<file path="config.mk">
export PLATFORM = sky130hd
export DESIGN_NAME = multi_task_heartbeat_watchdog
export DESIGN_NICKNAME = d
export VERILOG_FILES = /design/src/design/hbw_pkg.sv /design/src/design/hbw_time_ram.sv /design/src/design/multi_task_heartbeat_watchdog.sv
export SDC_FILE = /design/constraint.sdc
export NUM_CORES = 1
export LEC_CHECK = 0
export ABC_AREA = 0
export BUFFER_PORTS_ARGS = -buffer_cell sky130_fd_sc_hd__buf_2
export CORE_AREA = 2 2 171 173
export CTS_BUF_LIST = sky130_fd_sc_hd__clkbuf_2 sky130_fd_sc_hd__clkbuf_4 sky130_fd_sc_hd__clkbuf_8
export DETAILED_ROUTE_END_ITERATION = 16
export DIE_AREA = 0 0 173 175
export GPL_ROUTABILITY_DRIVEN = 0
export GPL_TIMING_DRIVEN = 0
export PLACE_DENSITY = 0.88
export SYNTH_ARGS = -nofsm -noshare
export SYNTH_HDL_FRONTEND = slang
export SYNTH_HIERARCHICAL = 1
export SYNTH_SLANG_ARGS = --single-unit
</file>
<file path="constraint.sdc">
create_clock -name clock -period 8.7 [get_ports clock]
set_input_delay 1.305 -clock clock [delete_from_list [all_inputs] [get_ports clock]]
set_output_delay 1.305 -clock clock [all_outputs]
set_load 0.005 [all_outputs]
</file>
<file path="src/design/hbw_pkg.sv">
// package for the heartbeat watchdog: channel count, opcodes and widths
// no dependencies; used by multi_task_heartbeat_watchdog, hbw_checker and the testbench top
package hbw_pkg;

   localparam int NUM_TASKS = 8;
   localparam int TASK_IDX_W = (NUM_TASKS > 1) ? $clog2(NUM_TASKS) : 1;
   localparam int ID_W = 4;
   localparam int TIME_W = 32;
   localparam int MASK_W = 8;
   localparam int CHAN_W = 3;

   localparam logic [TASK_IDX_W-1:0] LAST_TASK = TASK_IDX_W'(NUM_TASKS - 1);
   localparam logic [ID_W:0] TASK_LIMIT = (ID_W + 1)'(NUM_TASKS);
   localparam logic [TIME_W-1:0] TIMEOUT_RESET = 32'd3000;

   typedef enum logic [1:0] {
      OP_REGISTER  = 2'd0,
      OP_HEARTBEAT = 2'd1,
      OP_CHECK     = 2'd2
   } op_type;

endpackage

</file>
<file path="src/design/hbw_time_ram.sv">
// last-seen timestamp store: one write port, one read port, registered read data
// generic; no package dependency
module hbw_time_ram #(
   parameter int DEPTH = 8,
   parameter int ADDR_W = (DEPTH > 1) ? $clog2(DEPTH) : 1,
   parameter int DATA_W = 32
) (
   input  logic              clock,
   input  logic              wr_en,
   input  logic [ADDR_W-1:0] wr_addr,
   input  logic [DATA_W-1:0] wr_data,
   input  logic [ADDR_W-1:0] rd_addr,
   output logic [DATA_W-1:0] rd_data
);

   logic [DATA_W-1:0] mem [DEPTH];
   logic [DATA_W-1:0] rd_data_ff;

   always_ff @(posedge clock) begin
      if (wr_en) begin
         mem[wr_addr] <= wr_data;
      end
      rd_data_ff <= mem[rd_addr];
   end

   assign rd_data = rd_data_ff;

endmodule

</file>
<file path="src/design/multi_task_heartbeat_watchdog.sv">
// heartbeat watchdog top level: request decode, scan sequencer, flags and result
// depends on hbw_pkg and hbw_time_ram
//
//   channel   ports                       handshake
//   request   start, busy, req_*          taken when start high and busy low
//   result    rsp_valid, rsp_*            one-cycle strobe, cannot be held off
//   csr       csr_wr_en, csr_wr_data      timeout_ms written when csr_wr_en high
//
// register, heartbeat and unknown opcodes leave the sequencer idle; the result shows in the
// next cycle and another request may be taken in that same cycle.
// a check reads one last-seen entry per cycle from the timestamp ram in SCAN, then goes
// through DRAIN: busy is high in SCAN and DRAIN and the result is registered out of DRAIN.
// synchronous reset clears all flags, the counter and sets timeout_ms to 3000; the
// timestamp ram is not cleared, since only registered channels are ever compared.
module multi_task_heartbeat_watchdog (
   input  logic                         clock,
   input  logic                         reset,
   input  logic                         start,
   output logic                         busy,
   input  logic [1:0]                   req_operation,
   input  logic [hbw_pkg::ID_W-1:0]     req_task_id,
   input  logic [hbw_pkg::TIME_W-1:0]   req_time_ms,
   input  logic                         csr_wr_en,
   input  logic [hbw_pkg::TIME_W-1:0]   csr_wr_data,
   output logic                         rsp_valid,
   output logic [hbw_pkg::MASK_W-1:0]   rsp_timed_out_mask,
   output logic                         rsp_any_timed_out,
   output logic [hbw_pkg::CHAN_W-1:0]   rsp_last_timed_out_channel,
   output logic [hbw_pkg::TIME_W-1:0]   rsp_total_timeouts,
   output logic                         rsp_timeout_event,
   output logic                         rsp_recovered
);

   typedef enum logic [1:0] {
      IDLE,
      SCAN,
      DRAIN
   } state_type;

   state_type state_ff, state_in;

   logic [hbw_pkg::TIME_W-1:0]     timeout_ff, timeout_in;
   logic [hbw_pkg::TIME_W-1:0]     now_ff, now_in;
   logic [hbw_pkg::NUM_TASKS-1:0]  registered_ff, registered_in;
   logic [hbw_pkg::NUM_TASKS-1:0]  timed_out_ff, timed_out_in;
   logic [hbw_pkg::TASK_IDX_W-1:0] idx_ff, idx_in;
   logic [hbw_pkg::TASK_IDX_W-1:0] cmp_idx_ff, cmp_idx_in;
   logic                           cmp_valid_ff, cmp_valid_in;
   logic                           any_ff, any_in;
   logic [hbw_pkg::CHAN_W-1:0]     last_ff, last_in;
   logic [hbw_pkg::TIME_W-1:0]     count_ff, count_in;
   logic                           event_ff, event_in;
   logic                           recov_ff, recov_in;
   logic                           rsp_valid_ff, rsp_valid_in;

   logic                           accept;
   logic                           id_ok;
   logic [hbw_pkg::TASK_IDX_W-1:0] req_idx;
   logic                           ram_we;
   logic [hbw_pkg::TIME_W-1:0]     ram_rd_data;
   logic [hbw_pkg::TIME_W-1:0]     elapsed;
   logic                           hit;

   hbw_time_ram #(
      .DEPTH  (hbw_pkg::NUM_TASKS),
      .ADDR_W (hbw_pkg::TASK_IDX_W),
      .DATA_W (hbw_pkg::TIME_W)
   ) u_time_ram (
      .clock   (clock),
      .wr_en   (ram_we),
      .wr_addr (req_idx),
      .wr_data (req_time_ms),
      .rd_addr (idx_ff),
      .rd_data (ram_rd_data)
   );

   assign busy    = (state_ff != IDLE);
   assign accept  = start && !busy;
   assign id_ok   = ({1'b0, req_task_id} < hbw_pkg::TASK_LIMIT);
   assign req_idx = req_task_id[hbw_pkg::TASK_IDX_W-1:0];
   // wrapping distance since the last register or heartbeat
   assign elapsed = now_ff - ram_rd_data;
   assign hit     = cmp_valid_ff && registered_ff[cmp_idx_ff] && !timed_out_ff[cmp_idx_ff]
                    && (elapsed > timeout_ff);

   always_comb begin
      state_in      = state_ff;
      timeout_in    = csr_wr_en ? csr_wr_data : timeout_ff;
      now_in        = now_ff;
      registered_in = registered_ff;
      timed_out_in  = timed_out_ff;
      idx_in        = idx_ff;
      cmp_idx_in    = cmp_idx_ff;
      cmp_valid_in  = 1'b0;
      any_in        = any_ff;
      last_in       = last_ff;
      count_in      = count_ff;
      event_in      = event_ff;
      recov_in      = 1'b0;
      rsp_valid_in  = 1'b0;
      ram_we        = 1'b0;

      // compare stage, in the cycle after the ram read address is presented
      if (hit) begin
         timed_out_in[cmp_idx_ff] = 1'b1;
         last_in                  = hbw_pkg::CHAN_W'(cmp_idx_ff);
         count_in                 = count_ff + 1'b1;
         event_in                 = 1'b1;
      end

      unique case (state_ff)
         IDLE: begin
            if (accept) begin
               event_in     = 1'b0;
               rsp_valid_in = 1'b1;
               priority if (req_operation == hbw_pkg::OP_REGISTER) begin
                  if (id_ok) begin
                     ram_we                 = 1'b1;
                     registered_in[req_idx] = 1'b1;
                     timed_out_in[req_idx]  = 1'b0;
                  end
               end else if (req_operation == hbw_pkg::OP_HEARTBEAT) begin
                  if (id_ok) begin
                     ram_we = 1'b1;
                     if (timed_out_ff[req_idx]) begin
                        timed_out_in[req_idx] = 1'b0;
                        recov_in              = 1'b1;
                     end
                  end
               end else if (req_operation == hbw_pkg::OP_CHECK) begin
                  rsp_valid_in = 1'b0;
                  now_in       = req_time_ms;
                  idx_in       = '0;
                  state_in     = SCAN;
               end else begin
                  // unknown opcode reports status only
                  rsp_valid_in = 1'b1;
               end
            end
         end
         SCAN: begin
            cmp_valid_in = 1'b1;
            cmp_idx_in   = idx_ff;
            idx_in       = idx_ff + 1'b1;
            if (idx_ff == hbw_pkg::LAST_TASK) begin
               state_in = DRAIN;
            end
         end
         DRAIN: begin
            any_in       = |timed_out_in;
            rsp_valid_in = 1'b1;
            state_in     = IDLE;
         end
         default: begin
            state_in = IDLE;
         end
      endcase
   end

   always_ff @(posedge clock) begin
      if (reset) begin
         state_ff      <= IDLE;
         timeout_ff    <= hbw_pkg::TIMEOUT_RESET;
         registered_ff <= '0;
         timed_out_ff  <= '0;
         idx_ff        <= '0;
         cmp_valid_ff  <= 1'b0;
         any_ff        <= 1'b0;
         last_ff       <= '0;
         count_ff      <= '0;
         event_ff      <= 1'b0;
         recov_ff      <= 1'b0;
         rsp_valid_ff  <= 1'b0;
      end else begin
         state_ff      <= state_in;
         timeout_ff    <= timeout_in;
         registered_ff <= registered_in;
         timed_out_ff  <= timed_out_in;
         idx_ff        <= idx_in;
         cmp_valid_ff  <= cmp_valid_in;
         any_ff        <= any_in;
         last_ff       <= last_in;
         count_ff      <= count_in;
         event_ff      <= event_in;
         recov_ff      <= recov_in;
         rsp_valid_ff  <= rsp_valid_in;
      end
      now_ff     <= now_in;
      cmp_idx_ff <= cmp_idx_in;
   end

   // only channels below eight appear in the mask
   always_comb begin
      rsp_timed_out_mask = '0;
      for (int i = 0; i < hbw_pkg::MASK_W; i++) begin
         if (i < hbw_pkg::NUM_TASKS) begin
            rsp_timed_out_mask[i] = timed_out_ff[i];
         end
      end
   end

   assign rsp_valid                  = rsp_valid_ff;
   assign rsp_any_timed_out          = any_ff;
   assign rsp_last_timed_out_channel = last_ff;
   assign rsp_total_timeouts         = count_ff;
   assign rsp_timeout_event          = event_ff;
   assign rsp_recovered              = recov_ff;

`ifndef NO_ASSERTIONS
   a_rsp_only_idle: assert property (@(posedge clock) disable iff (reset)
      rsp_valid_ff |-> (state_ff == IDLE))
      else $error("result strobe while a check is running");

   a_ram_write_idle: assert property (@(posedge clock) disable iff (reset)
      ram_we |-> (state_ff == IDLE))
      else $error("timestamp write during a scan");

   a_cmp_in_scan: assert property (@(posedge clock) disable iff (reset)
      cmp_valid_ff |-> (state_ff == SCAN || state_ff == DRAIN))
      else $error("compare stage active outside a scan");

   a_event_sets_any: assert property (@(posedge clock) disable iff (reset)
      (rsp_valid_ff && event_ff) |-> any_ff)
      else $error("timeout event without aggregate flag");

   a_count_on_hit: assert property (@(posedge clock) disable iff (reset)
      hit |=> (count_ff == $past(count_ff) + 1'b1))
      else $error("timeout counter missed a detection");
`endif

endmodule

</file>
==> results of run 1 <==
-- cell families (layout without fill, tap and decap cells) --
group | after synthesis | count (layout) | share of synthesized area (%)
adders and majority gates | 67 | 67 | 4.64
xor gates and xnor gates | 25 | 25 | 1.20
and+or+nand+nor | 296 | 296 | 8.34
DFF | 416 | 416 | 61.7
AOI/OAI and AO/OA | 193 | 193 | 6.93
muxes | 146 | 146 | 13.8
buffers and inverters | 147 | 401 | 3.36
-- sequential cells by signal, summed over array words and instances, names as in the netlist --
name,flops
u_time_ram/mem,256
now_ff,32
rsp_total_timeouts,32
timeout_ff,32
u_time_ram/rd_data,32
registered_ff,8
rsp_timed_out_mask,8
cmp_idx_ff,3
idx_ff,3
rsp_last_timed_out_channel,3
state_ff,2
cmp_valid_ff,1
rsp_any_timed_out,1
rsp_recovered,1
rsp_timeout_event,1
rsp_valid,1
-- layout make-up --
| type | count | area, µm² |
|---|---|---|
| Sequential cell | 416 | 11200 |
| Fill cell | 1682 | 7410 |
| Multi-Input combinational cell | 727 | 6430 |
| Clock buffer | 98 | 1230 |
| Timing Repair Buffer | 132 | 807 |
| Tap cell | 384 | 480 |
| Inverter | 91 | 342 |
| Buffer | 56 | 272 |
| Clock inverter | 24 | 178 |
-- power by group --
group / total [mW] / switching [mW] / internal (mW)
registers: 2.16 / 0.0115 / 2.15
logic: 0.330 / 0.202 / 0.128
clock network: 1.74 / 0.770 / 0.974
-- routing by layer --
layer	GRT usage (%)	wire length [µm]	vias up
met5	0	0	-
met4	14.5	1910	0
met3	4.07	3310	142
met2	48.2	21300	638
met1	36.2	16800	6007
li1	-	-	5363
-- worst max-delay path, cell delays in order (launching register included) --
cell      delay [ps]
edfxtp_1         370
ha_1             290
clkbuf_1         280
and4_1           290
nand3_1          170
or3_1            440
a211oi_1         480
o311ai_1         290
nand3b_1         250
a21oi_1          130
o311ai_0         390
ha_1             330
a21o_1           160
a21o_1           170
a21oi_1          180
o21ai_0          290
a221oi_1        1170
clkbuf_1         480
buf_1            460
o311ai_0         230
o41ai_1          110
-- path summary, 6_finish.rpt --
check	end	start	slack, ps	cells after the start
setup / recovery	rsp_total_timeouts[30]	now_ff[17]	1640	20
hold / removal	registered_ff[4]	registered_ff[4]	470	2
setup reg to reg	rsp_total_timeouts[30]	now_ff[17]	1640	20
hold reg to reg	registered_ff[4]	registered_ff[4]	470	2
-- cells in the final DEF, fill, tap and decap left out, types with 10 or more instances in the layout --
cell type,netlist,routed
nor3_1,12,10
mux2_2,49,49
buf_2,7,126
ha_1,66,66
mux4_1,40,40
o31ai_1,15,15
buf_6,7,12
nand3_1,23,23
clkbuf_4,0,19
nor2_1,103,96
a21oi_1,60,60
dfxtp_1,125,125
nand2_1,37,37
clkbuf_8,0,79
nor2b_1,20,20
buf_1,10,10
inv_1,91,91
edfxtp_1,291,291
clkbuf_1,32,32
nor4_1,21,21
a21o_1,23,23
o21ai_0,26,26
nand2b_1,10,10
nand4_1,20,20
mux2i_1,29,29
or4_1,14,14
mux4_2,28,28
xnor2_1,19,19
o211ai_1,11,11
-- per-stage QoR --
stage,utilization [%],setup WS [ps],hold slack [ps]
CTS,73.9,1770,473
detailed placement,68.9,1810,460
floorplan,-,3760,431
global placement,68.0,1360,446
finish,73.9,1640,473
global route,73.9,1130,490
-- cell usage after synthesis, drive strengths merged (3+ instances only) --
master | n | area share, %
a211oi | 8 | 0.33
a21o | 23 | 0.95
a21oi | 60 | 1.6
a22oi | 3 | 0.12
a31oi | 8 | 0.27
a41oi | 4 | 0.19
and2 | 5 | 0.17
and3 | 4 | 0.14
and4 | 5 | 0.25
buf | 24 | 0.83
clkbuf | 32 | 0.66
dfxtp | 125 | 14
edfxtp | 291 | 48
ha | 66 | 4.5
inv | 91 | 1.9
mux2 | 49 | 3.0
mux2i | 29 | 1.6
mux4 | 68 | 9.2
nand2 | 37 | 0.76
nand2b | 10 | 0.34
nand3 | 23 | 0.63
nand4 | 21 | 0.80
nor2 | 104 | 2.2
nor2b | 20 | 0.69
nor3 | 12 | 0.33
nor4 | 21 | 0.72
o211ai | 11 | 0.45
o21a | 9 | 0.37
o21ai | 26 | 0.71
o21bai | 4 | 0.16
o311ai | 4 | 0.19
o31ai | 15 | 0.62
or2 | 8 | 0.27
or3 | 6 | 0.21
or4 | 15 | 0.64
xnor2 | 19 | 0.91
xor2 | 6 | 0.29
==> flow_metrics.tcl, run 1 <==
set metrics [dict create \
    finalHoldViolations 0 \
    drv_cap 0 \
    syn-cell-area_mm2 0.0182 \
    initial_core_util_pct 64.2 \
    cts_sinks 416 \
    worst_pin_slew_ps 1420 \
    syn2layout_area_growth_pct 15.1 \
    syn_nets 1431 \
    p_total_mw 4.23 \
    clk_latency_ps 590 \
    vias_per_cell 6.30 \
    avgSynthCellArea_um2 14.1 \
    worstSetupPathType "reg -> reg" \
    ant_nets 0 \
    ioPinCount 122 \
    grt_pass1_vias 12200 \
    hold_buffers 0 \
    required_ps 9170 \
    dp.cells 1806 \
    finalNetCount 1633 \
    drt_iter0_markers 1321 \
    yosysUniqueCellTypes 64 \
    period_needed_ps 7060 \
    async_reset_ff_share_pct 0 \
    power_density_mw_per_mm2 202 \
    place_area_mm2 0.0196 \
    p_leak_nw 7.87 \
    slew_viol_final 0 \
    final-setup-viol-count 0 \
    ys.flop_type "edfxtp_1" \
    status "finished, final reports clean" \
    syn_inst 1290 \
    numCtsBuffers 68 \
    synth-seq-cells 416 \
    htreeDepth 3 \
    grt_max_degree 27 \
    layout-drive-gt1-share_pct 23.4 \
    core-area_mm2 0.0284 \
    die_w_um 173 \
    grt_antenna_before_repair 0 \
    ir_worst_vdd_mv 0.152 \
    wire_per_inst_um 22.5 \
    grt_usage_pct 28.5 \
    grt_pass1_wl_um 66000 \
    die_y_um 175 \
    critPathArrivalTime_ps 7530 \
    post-cts-setup-buffers 0 \
    fin_area_mm2 0.0210 \
    row_count 62 \
    vias 12200 \
    port-buffer-count 119 \
    synth_edf_count 291 \
    path_clk_slew_ps 70 \
    grt_overflow_total 0 \
    cts_buffer_depth 3 \
    stdcell_count 1928 \
    path_max_fanout 10 \
    slew_headroom_pct 5.11 \
    setup-tns-final_ps 0 \
    dpl.hpwl_um 28300 \
    dieArea_mm2 0.0303 \
    rsz0062_at_grt "false" \
    drt_pass1_iterations 7 \
    crit_path_end_kind "flop" \
    cts_resized 0 \
    ys_seq_area_share_pct 61.7 \
    diodes 0 \
    wl_um 43300 \
    skew_ps 33.2 \
    fmax_mhz 142 \
    ys_warn_count 6 \
    drc 0 \
    startpoint_type "flop" \
    period_share_pct 81.1 \
    cts_tree "yes" \
    root_buffer "clkbuf_8" \
    hp-class "reg -> reg" \
]
Note: power is estimated with default switching activity, not from simulation.
==> run 2: changes to the inputs <==
ABC_AREA = 1   (was 0)
CORE_AREA = 2 2 190 192   (was 2 2 171 173)
DIE_AREA = 0 0 192 194   (was 0 0 173 175)
PLACE_DENSITY = 0.82   (was 0.88)
clock period = 6 ns   (was 8.7 ns; I/O delays follow)
==> run 2 against run 1 <==
Register-to-register slack got worse by 90 ps. Wire length increased by 16%. Final area increased by 8.7%. Maximum frequency increased by 59%. Non-clock buffer count increased by 12. Global-route usage decreased by 1.7 points. Utilization decreased by 9.1 points. Critical path type unchanged. Setup slack got worse by 95 ps.
==> flow_metrics.tcl, run 2 <==
set metrics [dict create \
    synthXorXnorAreaFrac_pct 2.07 \
    power_density_mw_per_mm2 278 \
    hold_end "timeout_ff[3]" \
    path_max_fanout 10 \
    dieArea_mm2 0.0372 \
    core-area_mm2 0.0352 \
    whs_ps 470 \
    whs_path_depth 2 \
    syn2layout_area_growth_pct 14.9 \
    htreeDepth 3 \
    cpMostUsedCell "nand2_1" \
    startpoint_type "flop" \
    hp-class "reg -> reg" \
    p_leak_nw 10.4 \
    fmax_mhz 225 \
    finalNetCount 2580 \
    finalHoldViolations 0 \
    initial_core_util_pct 56.4 \
    drv_cap 0 \
    hold_buffers 0 \
    synth_area_leader_cell "edfxtp_1" \
    ys_seq_area_share_pct 56.6 \
    top_register "u_time_ram/mem" \
    slew_headroom_pct 50.1 \
    dpl.hpwl_um 35700 \
    path_clk_slew_ps 70 \
    yosysUniqueCellTypes 47 \
    critPathArrivalTime_ps 4990 \
    numCtsBuffers 67 \
    root_buffer "clkbuf_8" \
    grt_pass1_wl_um 78300 \
    post-cts-setup-buffers 0 \
    status "finished, final reports clean" \
    grt_overflow_total 0 \
    cts_sinks 416 \
    r2r_start "now_ff[0]" \
    async_reset_ff_share_pct 0 \
    wl_um 50200 \
    syn_nets 2382 \
    period_share_pct 74.2 \
    synth.area.top_cells "edfxtp_1, dfxtp_1, nand2_1, inv_1, nand3_1" \
    cts_resized 0 \
    synth-adder-area-share_pct 4.26 \
    min_from "timeout_ff[3]" \
    worst_pin_slew_ps 747 \
    synth_edf_count 291 \
    largest_reg_flops 256 \
    clk_latency_ps 620 \
    syn_inst 2241 \
    reg2reg_slack_ps 1550 \
    crit_path_end_kind "flop" \
    synth_compound_area_share_pct 6.59 \
    max_stage_delay_ps 410 \
    slew_viol_final 0 \
    synth_top_family_by_area "simple AND/OR/NAND/NOR gates" \
    port-buffer-count 120 \
    skew_ps 29.4 \
    reg2regPathDepth 29 \
    grt_pass1_vias 15800 \
    ir_worst_vdd_mv 0.164 \
    cts_buffer_depth 3 \
    grt_max_degree 32 \
    grt_antenna_before_repair 3 \
    ys_top_cells_by_count "nand2_1, inv_1, edfxtp_1, nand3_1, dfxtp_1" \
    layout-drive-gt1-share_pct 12.6 \
    avgSynthCellArea_um2 8.86 \
    drc 0 \
    synth-seq-cells 416 \
    worstSetupPathType "reg -> reg" \
    layout_common_cells "nand2_1, inv_1, edfxtp_1" \
    drt_pass1_iterations 10 \
    ys.flop_type "edfxtp_1" \
    wire_per_inst_um 17.0 \
    mostFrequentLayoutCell "nand2_1" \
    cts_tree "yes" \
    die_w_um 192 \
    yosysMostFrequentCell "nand2_1" \
    ant_nets 0 \
    syn-cell-area_mm2 0.0199 \
    period_needed_ps 4450 \
    drt_iter0_markers 1497 \
    yosys.area_share.simple_pct 20.1 \
    final-setup-viol-count 0 \
    ioPinCount 122 \
    vias_per_cell 5.48 \
    vias 16200 \
    required_ps 6540 \
    row_count 69 \
    grt_usage_pct 26.7 \
    r2r_end "rsp_total_timeouts[28]" \
    synthMuxAreaShare_pct 0 \
    synth_top_area_share_pct 44.0 \
    slowest_stage "fa_1" \
    die_y_um 194 \
    setup-tns-final_ps 0 \
    rsz0062_at_grt "false" \
    ys_warn_count 6 \
]
==> run 2: cell types whose count changed in the layout (fill, tap and decap cells not counted), sizes merged, moves of 22 or more <==
cell   change
buf       +22
inv      +345
a21oi     +60
o21ai     +52
mux4      -68
mux2      -49
nand2    +591
mux2i     -29
xor2      +31
nand3    +150
==> run 2: how the worst max path moves through the flow <==
stage,start,endpoint,slack (ps),cells after the start
3_3_place_gp,start,u_time_ram/mem[3][28],1180,7
5_1_grt,now_ff[0],rsp_total_timeouts[28],1220,29
4_1_cts,now_ff[0],rsp_total_timeouts[28],1580,29
6_report,now_ff[0],rsp_total_timeouts[28],1550,29
3_5_place_dp,now_ff[0],rsp_total_timeouts[27],1610,30
2_1_floorplan,now_ff[0],rsp_total_timeouts[6],2470,27
==> run 2: kinds of logic after synthesis <==
| logic type | after synthesis |
|---|---|
| simple gates | 967 |
| fa+ha+maj | 67 |
| flops | 416 |
| buf+inv | 505 |
| compound gates | 239 |
| xor+xnor | 47 |
==> run 2: final cells by class <==
| cell class | count | area [µm²] |
|---|---|---|
| Sequential cell | 416 | 11200 |
| Tap cell | 461 | 577 |
| Antenna cell | 1 | 2.50 |
| Fill cell | 2619 | 12400 |
| Inverter | 434 | 1630 |
| Clock buffer | 102 | 1280 |
| Timing Repair Buffer | 129 | 826 |
| Multi-Input combinational cell | 1320 | 6630 |
| Buffer | 71 | 424 |
| Clock inverter | 20 | 203 |
==> run 2: power by group <==
part / switching [mW] / internal, mW / total [mW] / leakage (nW)
clock: 1.13 / 1.51 / 2.64 / 0.784
sequential: 0.0152 / 3.12 / 3.13 / 3.66
combinational: 0.374 / 0.191 / 0.565 / 5.99
==> run 2: worst max-delay path: cells and delay by family (launching register included) <==
family / cells / cell delay, ps
adder cells (fa/ha/maj): 3 / 740
AND/OR/NAND/NOR: 15 / 1520
AO/OA/AOI/OAI: 6 / 1120
buffers and inverters: 5 / 630
flip-flops: 1 / 360
==> run 2: per-layer routing <==
layer / vias up / GRT usage [%] / wire [µm]
met4: 4 / 13.6 / 2250
li1: 7607 / - / -
met3: 177 / 5.27 / 4890
met2: 924 / 44.2 / 23600
met1: 7487 / 33.4 / 19400
met5: - / 0 / 30
==> run 2: metrics by stage <==
stage | utilization (%) | setup WS (ps) | cell area, µm² | power, mW | std cells
6_report | 64.8 | 1550 | 22800 | 6.34 | 2954
4_1_cts | 64.7 | 1580 | 22800 | 6.36 | 2953
2_1_floorplan | - | 2470 | 19900 | 3.55 | 2241
3_5_place_dp | 60.5 | 1610 | 21300 | 3.74 | 2831
3_3_place_gp | 59.7 | 1180 | 21000 | 3.71 | 2822
5_1_grt | 64.7 | 1220 | 22800 | 6.56 | 2953
